<file path="config.mk">
export PLATFORM = sky130hd
export DESIGN_NAME = selective_repeat_receive_window_core
export DESIGN_NICKNAME = d
export VERILOG_FILES = /design/src/sv/srrw_pkg.sv /design/src/sv/srrw_front.sv /design/src/sv/srrw_back.sv /design/src/sv/selective_repeat_receive_window_core.sv
export SDC_FILE = /design/constraint.sdc
export NUM_CORES = 1
export LEC_CHECK = 0
export BUFFER_PORTS_ARGS = -buffer_cell sky130_fd_sc_hd__buf_2
export CAP_MARGIN = 20
export CORE_UTILIZATION = 50
export CTS_CLUSTER_DIAMETER = 150
export DETAILED_ROUTE_END_ITERATION = 10
export PLACE_DENSITY = 0.68
export SYNTH_ARGS = -nofsm -noshare
export SYNTH_HDL_FRONTEND = slang
export SYNTH_SLANG_ARGS = --single-unit
export TNS_END_PERCENT = 20
</file>
<file path="constraint.sdc">
create_clock -name clk -period 12.78 [get_ports clk]
set_input_delay 1.917 -clock clk [delete_from_list [all_inputs] [get_ports clk]]
set_output_delay 1.917 -clock clk [all_outputs]
set_load 0.02 [all_outputs]
</file>
<file path="src/sv/srrw_pkg.sv">
package srrw_pkg;

  localparam int WINDOW_MAX    = 32;
  localparam int SEQ_BITS      = 16;
  localparam int WS_BITS       = 6;
  localparam int FPR_BITS      = 16;
  localparam int CNT_BITS      = 32;
  localparam int WIN_BITS      = $clog2(WINDOW_MAX + 1);
  localparam int IDX_BITS      = (WINDOW_MAX > 1) ? $clog2(WINDOW_MAX) : 1;
  localparam int NEXP_BITS     = SEQ_BITS + 1;
  localparam int CFG_IDX_BITS  = 1;
  localparam int CFG_DATA_BITS = 16;

  localparam int IN_DATA_BITS   = ((SEQ_BITS + 7) / 8) * 8;
  localparam int OUT_FIELD_BITS = SEQ_BITS + 1 + WIN_BITS + 1 + 1 + 2 * CNT_BITS;
  localparam int OUT_DATA_BITS  = ((OUT_FIELD_BITS + 7) / 8) * 8;

  localparam logic [CFG_IDX_BITS-1:0] CFG_WINDOW_SIZE      = CFG_IDX_BITS'(0);
  localparam logic [CFG_IDX_BITS-1:0] CFG_FRAMES_PER_ROUND = CFG_IDX_BITS'(1);

  localparam logic [WS_BITS-1:0]  WS_RESET  = WS_BITS'(8);
  localparam logic [FPR_BITS-1:0] FPR_RESET = FPR_BITS'(16);

  typedef struct packed {
    logic [SEQ_BITS-1:0] seq;
    logic                bad;
    logic                good_end;
  } item_t;

  function automatic logic [WIN_BITS-1:0] eff_window(input logic [WS_BITS-1:0] ws);
    logic [WIN_BITS-1:0] w;
    if (ws == '0) begin
      w = WIN_BITS'(1);
    end else if (int'(ws) > WINDOW_MAX) begin
      w = WIN_BITS'(WINDOW_MAX);
    end else begin
      w = WIN_BITS'(ws);
    end
    return w;
  endfunction

  function automatic logic [WINDOW_MAX-1:0] win_mask(input logic [WIN_BITS-1:0] w);
    logic [WINDOW_MAX-1:0] m;
    for (int i = 0; i < WINDOW_MAX; i++) begin
      m[i] = (WIN_BITS'(i) < w);
    end
    return m;
  endfunction

endpackage

</file>
<file path="src/sv/srrw_front.sv">
module srrw_front (
  input  logic                                clk,
  input  logic                                rst_n,
  input  logic                                in_tvalid,
  output logic                                in_tready,
  input  logic [srrw_pkg::IN_DATA_BITS-1:0]   in_tdata,
  input  logic                                in_tuser,
  input  logic                                in_tlast,
  output logic                                q_valid,
  input  logic                                q_ready,
  output srrw_pkg::item_t                     q_item
);

  srrw_pkg::item_t slots_r [2];
  logic            wr_ptr_r, wr_ptr_nxt;
  logic            rd_ptr_r, rd_ptr_nxt;
  logic [1:0]      cnt_r, cnt_nxt;
  logic            push, pop;
  srrw_pkg::item_t item_in;

  // classify on entry
  always_comb begin
    item_in.seq      = in_tdata[srrw_pkg::SEQ_BITS-1:0];
    item_in.bad      = in_tuser;
    item_in.good_end = in_tlast & ~in_tuser;
  end

  assign in_tready = (cnt_r != 2'd2);
  assign q_valid   = (cnt_r != 2'd0);
  assign q_item    = slots_r[rd_ptr_r];
  assign push      = in_tvalid & in_tready;
  assign pop       = q_valid & q_ready;

  always_comb begin
    wr_ptr_nxt = push ? ~wr_ptr_r : wr_ptr_r;
    rd_ptr_nxt = pop ? ~rd_ptr_r : rd_ptr_r;
    cnt_nxt    = cnt_r;
    if (push && !pop) begin
      cnt_nxt = cnt_r + 2'd1;
    end else if (pop && !push) begin
      cnt_nxt = cnt_r - 2'd1;
    end
  end

  always_ff @(posedge clk) begin
    if (!rst_n) begin
      wr_ptr_r <= 1'b0;
      rd_ptr_r <= 1'b0;
      cnt_r    <= 2'd0;
    end else begin
      wr_ptr_r <= wr_ptr_nxt;
      rd_ptr_r <= rd_ptr_nxt;
      cnt_r    <= cnt_nxt;
    end
  end

  always_ff @(posedge clk) begin
    if (push) begin
      slots_r[wr_ptr_r] <= item_in;
    end
  end

endmodule

</file>
<file path="src/sv/srrw_back.sv">
module srrw_back (
  input  logic                                 clk,
  input  logic                                 rst_n,
  input  logic                                 q_valid,
  output logic                                 q_ready,
  input  srrw_pkg::item_t                      q_item,
  input  logic                                 cfg_valid,
  output logic                                 cfg_ready,
  input  logic [srrw_pkg::CFG_IDX_BITS-1:0]    cfg_index,
  input  logic [srrw_pkg::CFG_DATA_BITS-1:0]   cfg_data,
  output logic                                 out_tvalid,
  input  logic                                 out_tready,
  output logic [srrw_pkg::OUT_DATA_BITS-1:0]   out_tdata,
  output logic                                 out_tuser
);

  localparam int NB = srrw_pkg::NEXP_BITS;
  localparam int WM = srrw_pkg::WINDOW_MAX;
  localparam int WB = srrw_pkg::WIN_BITS;
  localparam int CB = srrw_pkg::CNT_BITS;

  logic [srrw_pkg::WS_BITS-1:0]  ws_r, ws_nxt;
  logic [srrw_pkg::FPR_BITS-1:0] fpr_r, fpr_nxt;
  logic [NB-1:0]                 ne_r, ne_nxt;
  logic [WM-1:0]                 held_r, held_nxt;
  logic [NB-1:0]                 rl_r, rl_nxt;
  logic                          finishing_r, finishing_nxt;
  logic                          finished_r, finished_nxt;
  logic [CB-1:0]                 good_r, good_nxt;
  logic [CB-1:0]                 bad_r, bad_nxt;

  logic                          out_valid_r, out_valid_nxt;
  logic [srrw_pkg::OUT_DATA_BITS-1:0] out_data_r, out_data_nxt;
  logic                          out_neg_r, out_neg_nxt;

  logic                          fire, cfg_fire;
  logic [WB-1:0]                 w_eff;
  logic [WM-1:0]                 mask_w;
  logic [NB:0]                   win_top, seq_wide, ne_wide, diff;
  logic                          in_win, is_head, is_ahead;
  logic [WM-1:0]                 stop_vec;
  logic [WB-1:0]                 shift;
  logic [srrw_pkg::IDX_BITS-1:0] idx;
  logic                          store, rdone;
  logic [WB-1:0]                 adv;

  assign cfg_ready = 1'b1;
  assign cfg_fire  = cfg_valid;
  assign q_ready   = (~out_valid_r | out_tready) & ~cfg_valid;
  assign fire      = q_valid & q_ready;

  assign w_eff    = srrw_pkg::eff_window(ws_r);
  assign mask_w   = srrw_pkg::win_mask(w_eff);
  assign ne_wide  = {1'b0, ne_r};
  assign seq_wide = (NB + 1)'(q_item.seq);
  assign win_top  = ne_wide + (NB + 1)'(w_eff);
  assign in_win   = seq_wide < win_top;
  assign is_head  = seq_wide == ne_wide;
  assign is_ahead = seq_wide > ne_wide;
  assign diff     = seq_wide - ne_wide;
  assign idx      = diff[srrw_pkg::IDX_BITS-1:0];

  // run of held frames behind the head, bounded by the window
  assign stop_vec = ~held_r | ~mask_w;
  always_comb begin
    shift = WB'(WM);
    for (int i = WM - 1; i >= 1; i--) begin
      if (stop_vec[i]) begin
        shift = WB'(i);
      end
    end
  end

  always_comb begin
    ws_nxt        = ws_r;
    fpr_nxt       = fpr_r;
    ne_nxt        = ne_r;
    held_nxt      = held_r;
    rl_nxt        = rl_r;
    finishing_nxt = finishing_r;
    finished_nxt  = finished_r;
    good_nxt      = good_r;
    bad_nxt       = bad_r;
    store         = 1'b0;
    rdone         = 1'b0;
    adv           = '0;
    out_valid_nxt = out_valid_r & ~out_tready;
    out_data_nxt  = out_data_r;
    out_neg_nxt   = out_neg_r;

    if (cfg_fire) begin
      case (cfg_index)
        srrw_pkg::CFG_WINDOW_SIZE: begin
          ws_nxt   = cfg_data[srrw_pkg::WS_BITS-1:0];
          held_nxt = held_r & srrw_pkg::win_mask(
                       srrw_pkg::eff_window(cfg_data[srrw_pkg::WS_BITS-1:0]));
        end
        srrw_pkg::CFG_FRAMES_PER_ROUND: begin
          fpr_nxt = cfg_data[srrw_pkg::FPR_BITS-1:0];
          if (!finishing_r) begin
            rl_nxt = NB'(cfg_data[srrw_pkg::FPR_BITS-1:0]);
          end
        end
        default: begin
        end
      endcase
    end else if (fire) begin
      if (!finished_r) begin
        if (in_win) begin
          if (q_item.bad) begin
            bad_nxt = (bad_r == '1) ? bad_r : bad_r + CB'(1);
          end else begin
            good_nxt = (good_r == '1) ? good_r : good_r + CB'(1);
            if (is_head) begin
              store    = 1'b1;
              held_nxt = (held_r >> shift) & mask_w;
              ne_nxt   = ne_r + NB'(shift);
              adv      = shift;
            end else if (is_ahead) begin
              if (!held_r[idx]) begin
                held_nxt[idx] = 1'b1;
                store         = 1'b1;
              end
            end
            if (q_item.good_end) begin
              rl_nxt        = NB'(q_item.seq) + NB'(1);
              finishing_nxt = 1'b1;
            end
          end
        end
        if (ne_nxt >= rl_nxt) begin
          if (finishing_nxt) begin
            finished_nxt = 1'b1;
          end else begin
            rdone    = 1'b1;
            ne_nxt   = '0;
            held_nxt = '0;
            rl_nxt   = NB'(fpr_r);
          end
        end
      end
      out_valid_nxt = 1'b1;
      out_neg_nxt   = q_item.bad;
      out_data_nxt  = srrw_pkg::OUT_DATA_BITS'({bad_nxt, good_nxt, finished_nxt, rdone,
                                                 adv, store, q_item.seq});
    end
  end

  always_ff @(posedge clk) begin
    if (!rst_n) begin
      ws_r        <= srrw_pkg::WS_RESET;
      fpr_r       <= srrw_pkg::FPR_RESET;
      ne_r        <= '0;
      held_r      <= '0;
      rl_r        <= NB'(srrw_pkg::FPR_RESET);
      finishing_r <= 1'b0;
      finished_r  <= 1'b0;
      good_r      <= '0;
      bad_r       <= '0;
      out_valid_r <= 1'b0;
    end else begin
      ws_r        <= ws_nxt;
      fpr_r       <= fpr_nxt;
      ne_r        <= ne_nxt;
      held_r      <= held_nxt;
      rl_r        <= rl_nxt;
      finishing_r <= finishing_nxt;
      finished_r  <= finished_nxt;
      good_r      <= good_nxt;
      bad_r       <= bad_nxt;
      out_valid_r <= out_valid_nxt;
    end
  end

  always_ff @(posedge clk) begin
    out_data_r <= out_data_nxt;
    out_neg_r  <= out_neg_nxt;
  end

  assign out_tvalid = out_valid_r;
  assign out_tdata  = out_data_r;
  assign out_tuser  = out_neg_r;

endmodule

</file>
<file path="src/sv/selective_repeat_receive_window_core.sv">
// Receive side of a selective-repeat window: every received frame yields one
// acknowledgement transaction carrying its sequence number, a store flag, the
// window advance, round and transfer status and saturating good/bad counts.
// One frame per clock is sustained while the output is accepted and no
// configuration write is pending. A frame taken in is held in the two-entry input
// queue, passes the window update (priority encode plus shift) in the back end and
// is presented from the registered output. A configuration write holds off the back
// end while cfg_valid is high and must only be issued with no frame in flight.
module selective_repeat_receive_window_core (
  input  logic                                clk,
  input  logic                                rst_n,
  input  logic                                in_tvalid,
  output logic                                in_tready,
  // [15:0] seq_num
  input  logic [srrw_pkg::IN_DATA_BITS-1:0]   in_tdata,
  // [0] frame_bad
  input  logic                                in_tuser,
  input  logic                                in_tlast,
  output logic                                out_tvalid,
  input  logic                                out_tready,
  // [15:0] ack_seq, [16] store_payload, [22:17] advance, [23] round_done,
  // [24] transfer_done, [56:25] good_count, [88:57] bad_count
  output logic [srrw_pkg::OUT_DATA_BITS-1:0]  out_tdata,
  // [0] ack_negative
  output logic                                out_tuser,
  input  logic                                cfg_valid,
  output logic                                cfg_ready,
  input  logic [srrw_pkg::CFG_IDX_BITS-1:0]   cfg_index,
  input  logic [srrw_pkg::CFG_DATA_BITS-1:0]  cfg_data
);

  logic            q_valid;
  logic            q_ready;
  srrw_pkg::item_t q_item;

  srrw_front u_front (
    .clk       (clk),
    .rst_n     (rst_n),
    .in_tvalid (in_tvalid),
    .in_tready (in_tready),
    .in_tdata  (in_tdata),
    .in_tuser  (in_tuser),
    .in_tlast  (in_tlast),
    .q_valid   (q_valid),
    .q_ready   (q_ready),
    .q_item    (q_item)
  );

  srrw_back u_back (
    .clk        (clk),
    .rst_n      (rst_n),
    .q_valid    (q_valid),
    .q_ready    (q_ready),
    .q_item     (q_item),
    .cfg_valid  (cfg_valid),
    .cfg_ready  (cfg_ready),
    .cfg_index  (cfg_index),
    .cfg_data   (cfg_data),
    .out_tvalid (out_tvalid),
    .out_tready (out_tready),
    .out_tdata  (out_tdata),
    .out_tuser  (out_tuser)
  );

endmodule

</file>
# --- After elaboration in Yosys (flattened, before gate mapping) ---
# Memory sizes are Yosys's and may differ from the RTL's. A register that Yosys moved wholly into a read port is not among the register bits.
# Cells that the tools add are included.
classes:
  addsub: 8
  n_lt_le_gt_ge: 71
  eq_ne: 8
  shifts: 1
  mux: 102
  n_bitwise: 23
  n_reduce_logical: 19
ops:
  columns: ["op", "n"]
  rows:
  - ["32-bit two-way mux", 19]
  - ["17-bit two-way mux", 21]
  - ["6-bit two-way mux", 37]
  - ["5-bit by 6-bit < comparator with 1-bit output, first input constant", 32]
  - ["4-bit by 6-bit < comparator with 1-bit output, first input constant", 16]
  - ["32-bit by 1-bit adder with 32-bit output, second input constant", 2]
  - ["32-bit AND", 2]
  - ["32-bit equality test, second input constant", 2]
  - ["32-bit NOT", 2]
  - ["32-bit bitwise OR", 2]
  - ["3-bit by 6-bit < comparator with 1-bit output, first input constant", 8]
  - ["32-bit by 6-bit right shift with 32-bit output", 1]
  - ["1-bit by 6-bit < comparator with 1-bit output, first input constant", 4]
  - ["2-bit by 6-bit < comparator with 1-bit output, first input constant", 4]
  - ["1-bit two-way mux", 21]
  - ["17-bit by 6-bit adder with 18-bit output", 1]
  - ["16-bit by 18-bit < comparator with 1-bit output", 1]
  - ["16-bit by 1-bit adder with 17-bit output, second input constant", 1]
  - ["17-bit by 6-bit adder with 17-bit output", 1]
  - ["16-bit by 17-bit equality test with 1-bit output", 1]
  - ["17-bit greater-or-equal comparator", 1]
  - ["16-bit by 17-bit > comparator with 1-bit output", 1]
  - ["6-bit > comparator, second input constant", 2]
  - ["6-bit zero test", 2]
  - ["other kinds (22)", 48]
word_totals:
  regBits: 249
  ramBits: 36
  input_bits: 40
  wordCells: 251
  mem_count: 1
memory_table:
  columns: ["name", "words", "word_bits", "read_ports", "rd_ports_with_merged_regs", "wr", "line_no", "rtl"]
  rows:
  - ["u_front.slots_r", 2, 18, 1, 1, 1, "srrw_front.sv:14", "srrw_pkg::item_t slots_r [2];"]

# --- Logic depth before layout (Yosys ltp) ---
logic_depth:
  word_depth: 49
  mapped_depth: 38
  depth_no_buf: 34

# --- By module ---
# From an unflattened synthesis, not the netlist that was laid out.
hier_totals:
  hier_cells: 2174
  hier_area_um2: 18835.6
modules_own_cells:
  columns: ["mod", "instances", "cells_each", "area_per_inst_um2", "seq_area_each_um2"]
  rows:
  - ["srrw_back", 1, 2093, 17290.3, 5805.6]
  - ["srrw_front", 1, 81, 1545.2, 1181.1]

# --- Worst setup path before layout ---
# No wires, ideal clock.
synth_timing:
  path_type: "reg2reg"
  start: "register u_back.ws_r[5] (netlist bit)"
  end: "register u_back.held_r[11]"
  setup_ps: 87
  arrival_ps: 7074
  slack_ps: 5619
  stages_incl_launch_ff: 33
  n_path_buf: 6
  cell_sequence: "dfxtp_1 > buf_6 > buf_4 > clkbuf_1 > nor2_1 > ha_1 > fa_1 > a21oi_1 > o22ai_1 > o21ai_0 > xnor2_1 > ha_1 > a21o_1 > a211oi_1 > a2111oi_0 > a21o_1 > a211oi_1 > buf_2 > buf_2 > mux2i_1 > ha_1 > nand3_1 > nor2_1 > a211oi_1 > a211oi_1 > o41ai_1 > or3_1 > clkbuf_1 > nand4_1 > a21oi_1 > nand4_1 > o31a_1 > o31ai_1"
synth_via:
  elab_chain_cells: 49
synth_rtl:
  columns: ["item", "line_no", "rtl"]
  rows:
  - ["start: declaration", "srrw_back.sv:22", "logic [srrw_pkg::WS_BITS-1:0] ws_r, ws_nxt;"]
  - ["start signal: assignment", "srrw_back.sv:151", "ws_r <= srrw_pkg::WS_RESET;"]
  - ["start signal: assignment", "srrw_back.sv:162", "ws_r <= ws_nxt;"]
  - ["6-bit > comparator", "srrw_pkg.sv:34", "end else if (int'(ws) > WINDOW_MAX) begin"]
  - ["6-bit two-way mux", "srrw_pkg.sv:34", null]
  - ["6-bit two-way mux (*)", "srrw_pkg.sv:32", "if (ws == '0) begin"]
  - ["5-bit by 6-bit < comparator with 1-bit output", "srrw_pkg.sv:45", "m[i] = (WIN_BITS'(i) < w);"]
  - ["32-bit NOT", "srrw_back.sv:64", "assign stop_vec = ~held_r | ~mask_w;"]
  - ["32-bit bitwise OR", "srrw_back.sv:64", null]
  - ["6-bit two-way mux (31 in a row)", "srrw_back.sv:68", "if (stop_vec[i]) begin"]
  - ["17-bit by 6-bit adder with 17-bit output", "srrw_back.sv:117", "ne_nxt = ne_r + NB'(shift);"]
  - ["(+3 left out)", null, null]
  - ["17-bit two-way mux", "srrw_back.sv:108", "if (!finished_r) begin"]
  - ["17-bit two-way mux", "srrw_back.sv:107", "end else if (fire) begin"]
  - ["17-bit two-way mux", "srrw_back.sv:91", "if (cfg_fire) begin"]
  - ["17-bit greater-or-equal comparator", "srrw_back.sv:131", "if (ne_nxt >= rl_nxt) begin"]
  - ["32-bit two-way mux (*)", "srrw_back.sv:131", null]
  - ["32-bit two-way mux (*)", "srrw_back.sv:108", null]
  - ["32-bit two-way mux (*)", "srrw_back.sv:107", null]
  - ["32-bit two-way mux (*)", "srrw_back.sv:91", null]
  - ["end signal: assignment", "srrw_back.sv:165", "held_r <= held_nxt;"]
  - ["end: declaration", "srrw_back.sv:25", "logic [WM-1:0] held_r, held_nxt;"]
# Mark *: on every way between the ends. The rest lies on a longest branch, timed or not. The select of a mux whose other input is x is not followed.
# A chain may end at the register's enable or synchronous reset.

# --- Worst setup path in the final report ---
layout_timing:
  start: "register u_back.ws_r[2] (netlist bit)"
  end: "register u_back.ne_r[12]"
layout_via:
  elab_chain_cells: 46
layout_rtl:
  columns: ["item", "line_no", "rtl"]
  rows:
  - ["6-bit > comparator", "srrw_pkg.sv:34", null]
  - ["6-bit two-way mux", "srrw_pkg.sv:34", null]
  - ["6-bit two-way mux (*)", "srrw_pkg.sv:32", null]
  - ["5-bit by 6-bit < comparator with 1-bit output", "srrw_pkg.sv:45", null]
  - ["32-bit NOT", "srrw_back.sv:64", null]
  - ["32-bit bitwise OR", "srrw_back.sv:64", null]
  - ["6-bit two-way mux (31 in a row)", "srrw_back.sv:68", null]
  - ["17-bit by 6-bit adder with 17-bit output", "srrw_back.sv:117", null]
  - ["17-bit two-way mux", "srrw_back.sv:114", "if (is_head) begin"]
  - ["17-bit two-way mux", "srrw_back.sv:110", "if (q_item.bad) begin"]
  - ["17-bit two-way mux", "srrw_back.sv:109", "if (in_win) begin"]
  - ["17-bit two-way mux", "srrw_back.sv:108", null]
  - ["17-bit two-way mux", "srrw_back.sv:107", null]
  - ["17-bit two-way mux", "srrw_back.sv:91", null]
  - ["17-bit greater-or-equal comparator / 17-bit two-way mux (equally long branches)", "srrw_back.sv:131, srrw_back.sv:132", null]
  - ["17-bit two-way mux (*)", "srrw_back.sv:131", null]
  - ["end signal: assignment", "srrw_back.sv:164", "ne_r <= ne_nxt;"]
  - ["end: declaration", "srrw_back.sv:24", "logic [NB-1:0] ne_r, ne_nxt;"]
# Marked as above.

==> results_dict.tcl <==
set metrics [dict create \
    detailroute.via_count 17952 \
    clock_tree.buffer_depth 3 \
    yosys.area.top_type_share_pct 19.4 \
    area_delta_synth_final_pct 9.78 \
    routedWlPerCell_um 23.8 \
    unrepaired_setup_endpoints_after_global_routing "no" \
    synth.yosys.seq_area_share_pct 35.8 \
    cts_tree "yes" \
    cts_htree_levels 1 \
    critical_path.endpoint_type "flop" \
    yosys_register_bits 286 \
    critical_path.n_buffers_inverters 1 \
    critPathMaxFanout 26 \
    netlist_area_mm2 0.0195 \
    placedCellCount 2780 \
    synth-edff-count 126 \
    worstPathRequired_ns 13.27 \
    number_of_buffers_inserted_to_repair_setup_after_cts 0 \
    drt-pass1-iter-count 6 \
    final_net_count 2410 \
    ioPinCount 140 \
    critical_path_source_type "flop" \
    fmaxAchievable_mhz 107 \
    critical-path-top-delay-family "simple AND/OR/NAND/NOR gates" \
    max_slew_violation_total_from_the_final_report 0 \
    post_synth_main_area_contributors "edfxtp_1 (19%), dfxtp_1 (16%), xnor2_1 (4.5%)" \
    synth_top_cell_by_area "edfxtp_1" \
    maximum_number_of_pins_on_one_net_before_global_route_repair 110 \
    antenna_violations_before_repair 3 \
    initialDrtViolationCount 1812 \
    cts.reportedPaths.clkPinSlew_ns 0.06 \
    cts_made_buffers 31 \
    floorplan_die_area_mm2 0.0398 \
    global_route.overflow_total 0 \
    route.antenna.remaining_nets 0 \
    layout_worst_path_cycle_share_pct 73.4 \
    drc 0 \
    placed_standard_cell_area_mm2 0.0204 \
    synth_commonest_cells "nand2_1 (220), nor2_1 (203), dfxtp_1 (160)" \
    finalNonFillerCells 2839 \
    finalInstanceArea_mm2 0.0214 \
    grt_pass1_vias 16790 \
    post_cts_resize_count 0 \
    postLayoutCoreUtil_pct 56.3 \
    final.hold.worst_slack_ns 0.469 \
    finalCriticalPeriod_ns 9.39 \
    postCtsHoldBufs 0 \
    tightest_slew_ns 1.03 \
    finalHoldViolations 0 \
    setup_viol_count_final 0 \
    worst_hold_path_type "flop to flop" \
    clk-insertion-delay-late_ns 0.59 \
    crit_type "flop to flop" \
    finalWeightedCongestion 1.04 \
    routed_via_density 6.32 \
    cell_type_of_the_slowest_stage_on_the_worst_timing_path "dfxtp_1" \
    p_leak_nw 7.93 \
    synthCells 2246 \
    postSynth.topFlopCell "dfxtp_1" \
    die_h_um 200 \
    filler_cell_count 3601 \
    first_pass_grt_wire_length_um 102000 \
    route.final.wire_length_um 67600 \
    initial_cell_density_of_the_core_pct 51.3 \
    chipWidth_um 200 \
    cts.sinks 286 \
    core_area_mm2 0.0380 \
    row_count 71 \
    worst_path_most_repeated_cell "nor2_1" \
    post_synth_num_cell_types 113 \
    synth.most_common_cell "nand2_1" \
    ir_drop_uv 135 \
    clk_root_buffer_cell "clkbuf_16" \
    max-cap-violations 0 \
    finalSetupTns_ns 0 \
    groute.usage.overall_pct 33.9 \
    worst_clock_skew_ns 0.0311 \
    final_layout_size_suffix_gt1_share_pct 13.6 \
    powerDensity_mw_per_mm2 144 \
    cp_data_arrival_time_ns 9.88 \
    ys.warnings.count 0 \
    outcome "complete, no violations" \
    synthesis.area_per_instance_um2 8.68 \
    slew_headroom_pct 31.3 \
    hpwl_um 49300 \
    max_stage_delay_ns 0.86 \
    asyncSetResetFlopFracSynth_pct 0 \
    port_buffer_cells 131 \
]
==> worst paths after layout <==
path / start / end / slack [ns] / cells after the start
worst max register to register: u_back.ws_r[2] / u_back.ne_r[12] / 3.39 / 34
worst max-delay path: u_back.ws_r[2] / u_back.ne_r[12] / 3.39 / 34
worst min-delay path: u_back.fpr_r[10] / u_back.fpr_r[10] / 0.47 / 2
worst min register to register: u_back.fpr_r[10] / u_back.fpr_r[10] / 0.47 / 2
==> routing by layer <==
layer  GRT usage, %  wire length (µm)  vias up  part of all wire, %
met5              0                23        -                0.034
met4           14.2              2980        4                  4.4
met3           9.18              7360      198                   11
met2           49.6             28200     1002                   42
met1           46.7             29100     8492                   43
li1               -                 -     8256                    -
==> sequential cells by signal, indices dropped and copies added (netlist names), 6 cells and up, named ones only <==
register / count
u_back.out_tdata: 89
u_back.ne_r: 17
u_back.good_r: 32
u_back.fpr_r: 16
u_back.held_r: 32
u_back.rl_r: 17
u_back.bad_r: 32
u_back.ws_r: 6
u_front.slots_r: 36
==> logic make-up (layout without fill, tap and decap cells) <==
logic type	count (synthesis)	count (layout)	share of synthesized area (%)
compound gates	556	556	19.3
xor+xnor	158	158	7.13
fa+ha+maj	67	67	4.41
buf+inv	219	294	5.15
flops	286	286	35.8
mux	108	108	6.36
other cells	2	9	0.0385
simple gates	850	850	21.8
==> where the power goes <==
group / internal (W) / total, W / leakage [nW] / switching, W
sequential: 0.00110 / 0.00115 / 2.49 / 0.0000523
clock: 0.000495 / 0.000879 / 0.472 / 0.000383
combinational: 0.000324 / 0.00105 / 4.97 / 0.000721
total: 0.00192 / 0.00308 / 7.93 / 0.00116
==> cell usage in the layout (no fill, tap or decap), types with 11 or more instances in the layout <==
master,instances
a211oi_1,22
inv_1,56
mux2i_1,74
a21boi_0,44
a21oi_1,117
clkbuf_16,31
and2_1,76
xnor2_1,100
buf_4,42
o21ai_0,118
nand4_1,39
o21a_1,18
o31ai_1,14
nand3_1,96
nor2_1,202
xor2_1,57
ha_1,64
a31oi_1,26
or2_2,11
buf_2,130
a21o_1,18
dfxtp_1,160
clkinv_1,11
mux2_2,23
o211ai_1,20
nor2b_1,20
and3_1,28
nand2_1,220
edfxtp_1,126
or3_1,30
nand2b_1,16
a211o_1,12
nor3_1,50
o21ai_1,14
o22ai_1,19
==> through the flow <==
| stage | total power (W) | worst slack, ns |
|---|---|---|
| 2_1_floorplan | 0.00186 | 5.62 |
| 3_3_place_gp | 0.00218 | 3.37 |
| 3_5_place_dp | 0.00219 | 3.13 |
| 4_1_cts | 0.00307 | 2.99 |
| 5_1_grt | 0.00322 | 2.61 |
| 6_report | 0.00308 | 3.39 |
==> layout make-up <==
cell class	instances	area (µm²)	area share, %
Multi-Input combinational cell	1747	11600	54.0
Tap cell	511	639	2.99
Sequential cell	286	6990	32.6
Antenna cell	1	2.50	0.0117
Clock inverter	20	159	0.742
Inverter	64	253	1.18
Timing Repair Buffer	173	993	4.64
Clock buffer	37	818	3.82
==> tightest hold or removal path, delay by kind of cell, from the launching register on <==
kind               cells  cell delay [ns]
DFF                    1             0.31
AOI/OAI and AO/OA      1             0.06
and+or+nand+nor        1             0.05
Power figures use the tool's default switching activity.
